<file path="config.mk">
export PLATFORM = sky130hd
export DESIGN_NAME = vsrt_cfg
export DESIGN_NICKNAME = d
export VERILOG_FILES = /design/src/rtl/vsrt_pkg.sv /design/src/rtl/vsrt_cfg.sv
export SDC_FILE = /design/constraint.sdc
export NUM_CORES = 1
export LEC_CHECK = 0
export BUFFER_PORTS_ARGS = -buffer_cell sky130_fd_sc_hd__buf_2
export CORE_ASPECT_RATIO = 0.5
export CORE_MARGIN = 2
export CORE_UTILIZATION = 40
export CTS_CLUSTER_DIAMETER = 50
export DETAILED_ROUTE_END_ITERATION = 6
export GPL_TIMING_DRIVEN = 1
export HOLD_SLACK_MARGIN = 0.05
export MAX_ROUTING_LAYER = met4
export PLACE_DENSITY = 0.65
export SLEW_MARGIN = 20
export SYNTH_ARGS = -nofsm -noshare
export SYNTH_HDL_FRONTEND = slang
export SYNTH_SLANG_ARGS = --single-unit
</file>
<file path="constraint.sdc">
create_clock -name clk -period 1.5 [get_ports clk]
set_input_delay 0.075 -clock clk [delete_from_list [all_inputs] [get_ports clk]]
set_output_delay 0.075 -clock clk [all_outputs]
set_load 0.01 [all_outputs]
</file>
<file path="src/rtl/vsrt_pkg.sv">
// Shared types, register map, reset values and saturation helper for the vertex transform.
package vsrt_pkg;

	// Configuration port geometry: eight registers on an eight-byte pitch.
	localparam int ADDR_W = 6;
	localparam int DATA_W = 64;

	typedef logic [2:0] reg_idx_t;

	// Register index codes.
	localparam reg_idx_t REG_SCALE_X  = 3'd0;
	localparam reg_idx_t REG_SCALE_Y  = 3'd1;
	localparam reg_idx_t REG_SCALE_Z  = 3'd2;
	localparam reg_idx_t REG_OFFSET_X = 3'd3;
	localparam reg_idx_t REG_OFFSET_Y = 3'd4;
	localparam reg_idx_t REG_OFFSET_Z = 3'd5;
	localparam reg_idx_t REG_ROT_COS  = 3'd6;
	localparam reg_idx_t REG_ROT_SIN  = 3'd7;

	// Rounding constants: one half LSB after the scale and rotate shifts.
	localparam logic signed [63:0] SCALE_RND = 64'sd32768;
	localparam logic signed [49:0] ROT_RND   = 50'sd8192;

	// Q16.16 limits.
	localparam logic signed [31:0] Q_MAX = 32'sh7FFF_FFFF;
	localparam logic signed [31:0] Q_MIN = 32'sh8000_0000;

	// Input word.
	typedef struct packed {
		logic signed [31:0] pos_x;
		logic signed [31:0] pos_y;
		logic signed [31:0] pos_z;
	} vtx_in_t;

	// Result word.
	typedef struct packed {
		logic signed [31:0] out_x;
		logic signed [31:0] out_y;
		logic signed [31:0] out_z;
	} vtx_out_t;

	// Internal coordinate triple.
	typedef struct packed {
		logic signed [31:0] x;
		logic signed [31:0] y;
		logic signed [31:0] z;
	} vec_t;

	// Live configuration as seen by the datapath.
	typedef struct packed {
		logic signed [31:0] scale_x;
		logic signed [31:0] scale_y;
		logic signed [31:0] scale_z;
		logic signed [31:0] offset_x;
		logic signed [31:0] offset_y;
		logic signed [31:0] offset_z;
		logic [47:0]        rot_cos;
		logic [47:0]        rot_sin;
	} cfg_t;

	localparam cfg_t CFG_RESET = '{
		scale_x:  32'sd65536,
		scale_y:  32'sd65536,
		scale_z:  32'sd65536,
		offset_x: 32'sd0,
		offset_y: 32'sd0,
		offset_z: 32'sd0,
		rot_cos:  48'h4000_4000_4000,
		rot_sin:  48'h0
	};

	// Clamp a 48-bit signed value to the 32-bit Q16.16 range.
	function automatic logic signed [31:0] sat32(input logic signed [47:0] v);
		logic all_same;
		all_same = (v[47:31] == {17{1'b0}}) || (v[47:31] == {17{1'b1}});
		if (all_same) begin
			return v[31:0];
		end else if (v[47]) begin
			return Q_MIN;
		end else begin
			return Q_MAX;
		end
	endfunction

endpackage

</file>
<file path="src/rtl/vsrt_cfg.sv">
// Configuration register file with a 64-bit APB-style access port.
module vsrt_cfg
	import vsrt_pkg::*;
(
	input  logic              clk,
	input  logic              arst_n,
	input  logic              psel,
	input  logic              penable,
	input  logic              pwrite,
	input  logic [ADDR_W-1:0] paddr,
	input  logic [DATA_W-1:0] pwdata,
	output logic [DATA_W-1:0] prdata,
	output logic              pready,
	output cfg_t              cfg
);

	cfg_t     cfg_q;
	reg_idx_t idx;
	logic     wr_en;

	assign pready = 1'b1;
	assign idx    = paddr[ADDR_W-1:3];
	assign wr_en  = psel && penable && pwrite && pready;
	assign cfg    = cfg_q;

	// Register writes; bits above a register's width are dropped.
	always_ff @(posedge clk or negedge arst_n) begin
		if (!arst_n) begin
			cfg_q <= CFG_RESET;
		end else if (wr_en) begin
			unique case (idx)
				REG_SCALE_X:  cfg_q.scale_x  <= pwdata[31:0];
				REG_SCALE_Y:  cfg_q.scale_y  <= pwdata[31:0];
				REG_SCALE_Z:  cfg_q.scale_z  <= pwdata[31:0];
				REG_OFFSET_X: cfg_q.offset_x <= pwdata[31:0];
				REG_OFFSET_Y: cfg_q.offset_y <= pwdata[31:0];
				REG_OFFSET_Z: cfg_q.offset_z <= pwdata[31:0];
				REG_ROT_COS:  cfg_q.rot_cos  <= pwdata[47:0];
				REG_ROT_SIN:  cfg_q.rot_sin  <= pwdata[47:0];
				default: ;
			endcase
		end
	end

	// Read-back mux, zero-extended to the bus width.
	always_comb begin
		unique case (idx)
			REG_SCALE_X:  prdata = {32'h0, cfg_q.scale_x};
			REG_SCALE_Y:  prdata = {32'h0, cfg_q.scale_y};
			REG_SCALE_Z:  prdata = {32'h0, cfg_q.scale_z};
			REG_OFFSET_X: prdata = {32'h0, cfg_q.offset_x};
			REG_OFFSET_Y: prdata = {32'h0, cfg_q.offset_y};
			REG_OFFSET_Z: prdata = {32'h0, cfg_q.offset_z};
			REG_ROT_COS:  prdata = {16'h0, cfg_q.rot_cos};
			REG_ROT_SIN:  prdata = {16'h0, cfg_q.rot_sin};
			default:      prdata = '0;
		endcase
	end

endmodule

</file>
==> run summary, run 1 <==
outcome = complete, but fails checks
failing checks = negative setup slack
global-route wire length before repair = 67200 um
data arrival time of the critical path = 1.76 ns
combined global-route utilization of all metal layers = 26.2%
clock-pin transition on the worst setup and hold timing paths = 0.07 ns
post-route fraction of the period consumed by the critical path = 123%
synthesis-to-layout area growth = 40.4%
CTS sink count = 288
share of the yosys chip area belonging to registers = 55.1%
total of warnings raised by yosys = 0
leakage power of the design = 9.40 nW
antenna violations before repair = 1
dpl cells = 1759
Post-Place Setup Slack = -0.0625 ns
count of unique library cells instantiated by Yosys = 29
number of hold violations in the final report = 0
worst reg2reg startpoint = cfg[130]$_DFFE_PN0P_
post-detailed-routing wire length = 44700 um
CTS H-tree depth = 1
via-per-instance ratio = 5.34
number of standard-cell rows in the floorplan = 46
largest family of logic cells by synthesized area = multiplexers
critical path launch point = cfg[78]$_DFFE_PN1P_
maximum net fanout on the critical path = 3
Final nets = 1565
DRC violation total after the first TritonRoute iteration = 661
Design Power = 25.4 mW
CP max stage cell = dfstp_2
CP Class = register to primary output
clock latency on the worst-skew pair = 0.55 ns
input/output buffers = 391
Die ar. = 34300 um^2
Die Y = 132 um
Critical Path End Type = primary output
via count of the first global-routing pass = 10800
compound-cell area share of the yosys netlist = 5.88%
pwr dens = 1380 nW/um^2
final number of max-transition violations = 0
top_reg_cell synth = dfrtp_1
simple-gate share of the synthesized area = 1.50%
parity-gate share of the synthesized area counting xor and xnor cells = 0%
largest stage delay on the critical path = 0.56 ns
largest buffer count on any clock path = 3
worst-case clock skew = 0 ns
Cell Count, Final, Fillers Out = 1945
post-synthesis instance area = 13100 um^2
Overflow after GRT = 0
peak supply drop = 0.909 mV
total via count in the routed design = 10400
clock root buffer master = clkbuf_16
max FFs per register = 288
final worst hold slack = 0.0932 ns
Critical Path Start Type = register
max-cap viol count = 0
Max Freq = 0.544 GHz
most used cells in the layout excluding fill and tap cells = buf_2 (383), dfrtp_1 (282), mux2_2 (248)
Pre-antenna DRT Iters = 5
CTS tree = yes
die outline width = 260 um
async set-reset flop share out of synthesis = 100%
share of cell area taken by muxes after synthesis = 33.2%
setup repair after global routing missed its margin = yes
Setup-failing EPs final = 32
fraction of layout cells with a size suffix above 1 = 57.7%
pin count of the biggest net entering global routing = 76
post-synthesis average cell area = 13.9 um^2
Antenna Nets Post-Route = 0
TritonCTS buffer count = 29
register bit total from synthesis = 288
initial cell density of the core = 41.0%
crit-path cells = mux2i_1 > a221oi_1 > o22a_1 > buf_2
Tmin final = 1.84 ns
min setup slack post-route = -0.339 ns
Critical Path RT = 1.42 ns
Synth Area in Adders = 0%
per-cell routed wire length = 23.0 um
class of the tightest hold or removal check = input pin to async pin
total I/O pin count = 428
leading cell type in the layout, fill and taps excluded = buf_2
Core Area = 31900 um^2
routability congestion estimate from global placement = 0.897
number of flops mapped to enable cells by yosys = 0
post-DP HPWL = 30600 um
number of DRC violations after detailed routing = 0
synthesized instance count = 939
-- layout make-up --
class / instances / area, um^2
fillers: 2640 / 13600
flip-flops and latches: 288 / 7210
multi-input cells: 554 / 5560
repair buffers: 588 / 3920
clock buffers: 41 / 831
well taps: 432 / 541
clock inverters: 12 / 208
inverters: 29 / 109
diodes: 1 / 2.50
-- cells in the mapped netlist, types with 2 or more instances --
| master | instances | area (um^2) |
|---|---|---|
| buf_1 | 2 | 7.51 |
| buf_4 | 23 | 173 |
| nand2_1 | 2 | 7.51 |
| o22a_1 | 31 | 272 |
| or3_1 | 2 | 12.5 |
| o22ai_1 | 31 | 194 |
| a221oi_1 | 28 | 245 |
| nor3b_1 | 3 | 22.5 |
| clkbuf_1 | 16 | 60.1 |
| inv_1 | 29 | 109 |
| dfrtp_1 | 282 | 7060 |
| buf_2 | 42 | 210 |
| mux2i_1 | 110 | 1100 |
| mux2_1 | 40 | 450 |
| a211oi_1 | 3 | 22.5 |
| dfstp_2 | 6 | 158 |
| conb_1 | 2 | 7.51 |
| mux2_2 | 248 | 2790 |
| nor2_1 | 26 | 97.6 |
| nand2b_1 | 4 | 25.0 |
-- critical path: cells and delay by family (launching register included) --
family                 cells  cell delay (ns)
buffers and inverters      1             0.13
muxes                      1             0.08
AOI/OAI and AO/OA          2             0.44
DFF                        1             0.56
-- per-layer routing --
layer | GRT usage, % | part of all wire [%] | vias up | wire length, um
met5 | - | 0 | - | 0
met4 | 10.5 | 3.7 | 0 | 1660
met3 | 4.17 | 5.1 | 99 | 2300
met2 | 42.4 | 50 | 384 | 22200
met1 | 32.9 | 42 | 5391 | 18600
li1 | - | - | 4520 | -
-- logic make-up (layout without fill, tap and decap cells) --
| logic type | after synthesis | in the layout |
|---|---|---|
| multiplexers | 398 | 398 |
| flip-flops | 288 | 288 |
| buffers and inverters | 112 | 670 |
| AO/OA/AOI/OAI | 98 | 98 |
| AND/OR/NAND/NOR | 41 | 41 |
| other | 2 | 18 |
-- final timing paths --
kind	to	slack, ns	cells past startpoint
max in group asynchronous	cfg[169]$_DFFE_PN0P_	0.92	4
max reg2reg	cfg[130]$_DFFE_PN0P_	0.47	3
max	prdata[30]	-0.34	4
min in group clk	cfg[220]$_DFFE_PN0P_	0.22	4
min reg2reg	cfg[227]$_DFFE_PN0P_	0.51	1
min	cfg[257]$_DFFE_PN0P_	0.09	3
-- repair_timing --
| action | CTS | global route |
|---|---|---|
| setup buffers | 62 | 20 |
| hold buffers | 50 | 0 |
| pin swaps | 13 | 18 |
| endpoints found under the hold margin | 574 | 0 |
| setup endpoints to repair | 32 | 34 |
| resized for setup | 16 | 11 |
-- power by group --
part           total (mW)  switching [mW]  internal, mW
Combinational        6.99            3.45          3.54
Clock                7.93            3.19          4.73
Sequential           10.5            1.20          9.32
Total                25.4            7.84          17.6
-- through the flow --
step	cell area, um^2	TNS, ns	util (%)
6_report	18400	-4.31	57.5
5_1_grt	18400	-7.29	57.5
4_1_cts	18200	-5.27	56.9
3_5_place_dp	16100	-2.34	50.3
3_3_place_gp	16100	-0.868	50.3
2_1_floorplan	13100	0	-
No activity file was read; power rests on OpenSTA's default activity.
==> run 2: changes to the inputs <==
- ABC_AREA: unset -> 1
==> run 2 against run 1 <==
  * The flow still finishes with violations (negative setup slack)
  * Critical path depth increased by 1
  * Non-clock buffer count increased by 41
  * Via count increased by 35%
  * Clock-buffer cell count increased by 2
  * Setup slack improved by 0.18 ns
  * Clock skew unchanged
  * Final area increased by 3.1%
==> run summary, run 2 <==
outcome = complete, but fails checks
failing checks = negative setup slack
top area cells in the synthesized netlist = dfrtp_1 (53%), nand2_1 (10%), nand4_1 (7.5%)
largest buffer count on any clock path = 3
Tmin final = 1.66 ns
Die ar. = 34800 um^2
most used cells in the layout excluding fill and tap cells = buf_2 (363), nand2_1 (339), dfrtp_1 (282)
share of the yosys chip area belonging to registers = 54.3%
Setup-failing EPs final = 32
register bit total from synthesis = 288
input/output buffers = 391
final worst hold slack = 0.136 ns
post-detailed-routing wire length = 53800 um
max-cap viol count = 0
post-synthesis instance area = 13300 um^2
routability congestion estimate from global placement = 0.939
CTS sink count = 288
Design Power = 26.1 mW
top_reg_cell synth = dfrtp_1
synthesis-to-layout area growth = 42.7%
post-route fraction of the period consumed by the critical path = 111%
pin count of the biggest net entering global routing = 81
total via count in the routed design = 14100
Synth top cells by count = nand2_1 (355), dfrtp_1 (282), nor2_1 (192)
Register-to-Register Path Depth = 4
Overflow after GRT = 0
Critical Path RT = 1.42 ns
Die Y = 133 um
initial cell density of the core = 40.4%
max FFs per register = 288
count of unique library cells instantiated by Yosys = 24
per-cell routed wire length = 20.7 um
cell with the most instances after synthesis = nand2_1
peak supply drop = 0.884 mV
via count of the first global-routing pass = 13200
number of flops mapped to enable cells by yosys = 0
global-route wire length before repair = 80500 um
data arrival time of the critical path = 1.59 ns
async set-reset flop share out of synthesis = 100%
Critical Path End Type = primary output
clock latency on the worst-skew pair = 0.56 ns
setup repair after global routing missed its margin = yes
maximum net fanout on the critical path = 3
post-DP HPWL = 35700 um
die outline width = 262 um
Yosys top cell by area = dfrtp_1
clock-pin transition on the worst setup and hold timing paths = 0.06 ns
Final nets = 2215
Post-Place Setup Slack = 0.0430 ns
Max Freq = 0.602 GHz
total of warnings raised by yosys = 0
share of the synthesized area in the top cell type = 53.1%
antenna violations before repair = 0
CP Class = register to primary output
met2 routed wirelength = 24000 um
pwr dens = 1380 nW/um^2
sum of negative setup slack = -3.60 ns
Pre-antenna DRT Iters = 6
number of standard-cell rows in the floorplan = 47
worst-case clock skew = 0 ns
CTS H-tree depth = 1
post-synthesis average cell area = 8.25 um^2
uppermost layer routed = met4
final number of max-transition violations = 0
Antenna Nets Post-Route = 0
total I/O pin count = 428
class of the tightest hold or removal check = input pin to async pin
min setup slack post-route = -0.161 ns
leading cell type in the layout, fill and taps excluded = buf_2
via-per-instance ratio = 5.40
clock root buffer master = clkbuf_16
number of DRC violations after detailed routing = 0
met3 routed wirelength = 5300 um
Core Area = 32900 um^2
leakage power of the design = 9.94 nW
detailed-routing wirelength on met1 = 21900 um
total non-filler cell area in the finished layout = 19000 um^2
placement-stage cell area = 16000 um^2
number of hold violations in the final report = 0
TritonCTS buffer count = 29
dpl cells = 2375
fraction of layout cells with a size suffix above 1 = 33.7%
synthesized instance count = 1609
Cell Count, Final, Fillers Out = 2604
DRC violation total after the first TritonRoute iteration = 1544
Critical Path Start Type = register
combined global-route utilization of all metal layers = 31.4%
CTS tree = yes
Layout Utilization = 57.6%
-- run 2: power breakdown --
| group | total [mW] | switching, mW | internal, mW |
|---|---|---|---|
| Sequential | 10.6 | 1.19 | 9.44 |
| Clock | 7.35 | 3.22 | 4.13 |
| Combinational | 8.17 | 4.59 | 3.59 |
-- run 2: per-layer routing --
metal	up-vias	global-route usage, %
met3	147	8.18
met4	0	12.9
li1	6415	-
met1	6788	41.9
met5	-	-
met2	714	45.4
-- run 2: cell type report --
class,count,area [um^2]
diodes,1,2.50
clock buffers,43,858
clock inverters,10,86.3
fillers,2927,13900
inverters,85,323
multi-input cells,1107,5480
flip-flops and latches,288,7210
well taps,441,552
repair buffers,629,4430
-- run 2: what timing repair did --
action / in CTS / in global routing
hold buffers: 50 / 0
endpoints found under the setup margin: 33 / 34
pin swaps: 40 / 54
resized for setup: 92 / 40
endpoints found under the hold margin: 571 / 0
setup buffers: 95 / 31
-- run 2: cell families after synthesis --
family	Yosys count	share of synthesized area, %
flip-flops	288	54.3
other	2	0.0566
AO/OA/AOI/OAI	288	10.9
buffers and inverters	229	7.78
AND/OR/NAND/NOR	802	27.0
-- run 2: final timing paths --
path                                       from              endpoint  slack [ns]
setup / recovery           cfg[177]$_DFFE_PN0P_            prdata[17]       -0.16
hold / removal                           arst_n   cfg[78]$_DFFE_PN1P_        0.14
setup reg to reg           cfg[121]$_DFFE_PN0P_  cfg[121]$_DFFE_PN0P_        0.57
hold reg to reg             cfg[33]$_DFFE_PN0P_   cfg[33]$_DFFE_PN0P_        0.49
max in group asynchronous                arst_n  cfg[208]$_DFFE_PN1P_        0.97
min in group clk                       paddr[3]   cfg[33]$_DFFE_PN0P_        0.14
-- run 2: critical path, stage by stage, from the launching register on --
cell and delay, ns:
dfrtp_1 0.40, nand4_1 0.11, nand2_2 0.08, nor2_4 0.18, nand3_1 0.09, buf_2 0.16
==> run 3: changes to the inputs <==
- CORE_MARGIN: 2 -> 5
==> run 3 against run 2 <==
  * The flow still finishes with violations (negative setup slack)
  * Sequential power hardly changed
  * Via count grew 0.55%
  * Largest power group unchanged
  * Non-clock buffer count rose by 5
  * Clock skew did not move
  * Total power up 3.1%
  * Combinational power is essentially flat
  * Critical path type unchanged
  * Clock power rose by 11%
  * Wire length increased by 0.93%
  * Final area is 1.2% higher
  * Sequential cell count stayed put
==> run summary, run 3 (synthesis gave the netlist of run 2 again) <==
outcome = complete, but fails checks
failing checks = negative setup slack
clock root buffer master = clkbuf_16
CP max stage cell = dfrtp_1
max FFs per register = 288
Cell Count, Final, Fillers Out = 2615
CTS H-tree depth = 1
TritonCTS buffer count = 31
Critical Path End Type = primary output
peak supply drop = 0.686 mV
clock latency on the worst-skew pair = 0.58 ns
Critical Path RT = 1.42 ns
number of hold violations in the final report = 0
maximum net fanout on the critical path = 3
post-detailed-routing wire length = 54300 um
setup slack of the most critical reg-to-reg path = 0.55 ns
Core Area = 32900 um^2
via count of the first global-routing pass = 13200
total via count in the routed design = 14100
leading cell type in the layout, fill and taps excluded = buf_2
pin count of the biggest net entering global routing = 66
post-route fraction of the period consumed by the critical path = 114%
DRC violation total after the first TritonRoute iteration = 1498
fraction of layout cells with a size suffix above 1 = 34.7%
largest stage delay on the critical path = 0.40 ns
number of standard-cell rows in the floorplan = 47
leakage power of the design = 10.0 nW
Tmin final = 1.71 ns
CTS tree = yes
via-per-instance ratio = 5.41
post-DP HPWL = 36700 um
per-cell routed wire length = 20.8 um
worst-case clock skew = 0 ns
Register-to-Register Path Depth = 4
synthesis-to-layout area growth = 44.3%
Pre-antenna DRT Iters = 5
end of the worst register-to-register path = cfg[102]$_DFFE_PN0P_
dpl cells = 2385
worst reg2reg startpoint = cfg[102]$_DFFE_PN0P_
setup repair after global routing missed its margin = yes
min setup slack post-route = -0.209 ns
Final nets = 2222
max-cap viol count = 0
routability congestion estimate from global placement = 0.977
Die Y = 139 um
initial cell density of the core = 40.3%
pwr dens = 1410 nW/um^2
Antenna Nets Post-Route = 0
CTS sink count = 288
final worst hold slack = 0.143 ns
global-route wire length before repair = 81400 um
Design Power = 27.0 mW
largest buffer count on any clock path = 3
Layout Utilization = 58.2%
Overflow after GRT = 0
Max Freq = 0.585 GHz
Die ar. = 37200 um^2
CP Class = register to primary output
sum of negative setup slack = -4.06 ns
crit-path cells = nand4_1 > nand2_2 > nor2_4 > nand3_2 > buf_6
Critical Path Start Type = register
WP buf/inv = 1
antenna violations before repair = 1
class of the tightest hold or removal check = input pin to async pin
number of DRC violations after detailed routing = 0
input/output buffers = 391
clock-pin transition on the worst setup and hold timing paths = 0.07 ns
Setup-failing EPs final = 32
final number of max-transition violations = 0
Top delay family on crit path = simple AND/OR/NAND/NOR gates
most used cells in the layout excluding fill and tap cells = buf_2 (362), nand2_1 (332), dfrtp_1 (282)
combined global-route utilization of all metal layers = 29.0%
data arrival time of the critical path = 1.63 ns
die outline width = 268 um
total I/O pin count = 428
## run 3: cell count changes in the layout (fill, tap and decap cells not counted), moves of 3 or more
| cell | change |
|---|---|
| nand2_1 | -7 |
| nand2_2 | +7 |
| buf_4 | +6 |
| bufinv_16 | +3 |
| clkbuf_1 | -3 |
| clkbuf_8 | -3 |
| nor2_4 | +3 |
## run 3: how the worst max path moves through the flow
stage	start	to	slack [ns]	cells past startpoint
final	cfg[27]$_DFFE_PN0P_	prdata[27]	-0.21	5
after global routing	cfg[27]$_DFFE_PN0P_	prdata[27]	-0.25	5
after CTS	cfg[251]$_DFFE_PN0P_	prdata[27]	-0.20	5
after detailed placement	paddr[5]	prdata[15]	-0.11	9
after global placement	paddr[5]	prdata[14]	-0.11	9
after floorplan	paddr[3]	prdata[32]	0.35	6
## run 3: repair_timing
item                                   4_1_cts  5_1_grt
gates cloned                                 0        0
hold buffers                                50        0
endpoints found under the hold margin      575        0
pin swaps                                   65       62
gates resized for setup                    103       45
buffers inserted                            88       36
setup endpoints to repair                   33       39
## run 3: worst register-to-register path, delay by kind of cell, from the launching register on
| kind | cells | cell delay (ns) |
|---|---|---|
| DFF | 1 | 0.38 |
| buffers and inverters | 2 | 0.27 |
| and+or+nand+nor | 1 | 0.11 |
| AOI/OAI and AO/OA | 1 | 0.05 |
## run 3: layout make-up
class,instances,area [um^2]
repair buffers,634,4480
diodes,2,5.00
well taps,441,552
multi-input cells,1107,5520
flip-flops and latches,288,7210
inverters,85,323
clock buffers,39,856
fillers,2876,13800
clock inverters,19,220
## run 3: where the power goes
group	switching [mW]	internal, mW
sequential	1.19	9.44
clock	3.40	4.75
combinational	4.61	3.57
total	9.20	17.8
## run 3: metal layers
metal	global-route usage, %	part of all wire, %	up-vias
li1	-	-	6435
met1	38.8	41	6754
met2	43.3	45	788
met3	5.57	8.9	165
met4	12.5	5.6	0
met5	-	0	-
## run 3: stage by stage
stage          area, um^2  setup WS (ns)
3_5_place_dp        16100         -0.107
4_1_cts             18700         -0.198
3_3_place_gp        16100         -0.114
5_1_grt             19200         -0.250
6_report            19200         -0.209
2_1_floorplan       13300          0.349
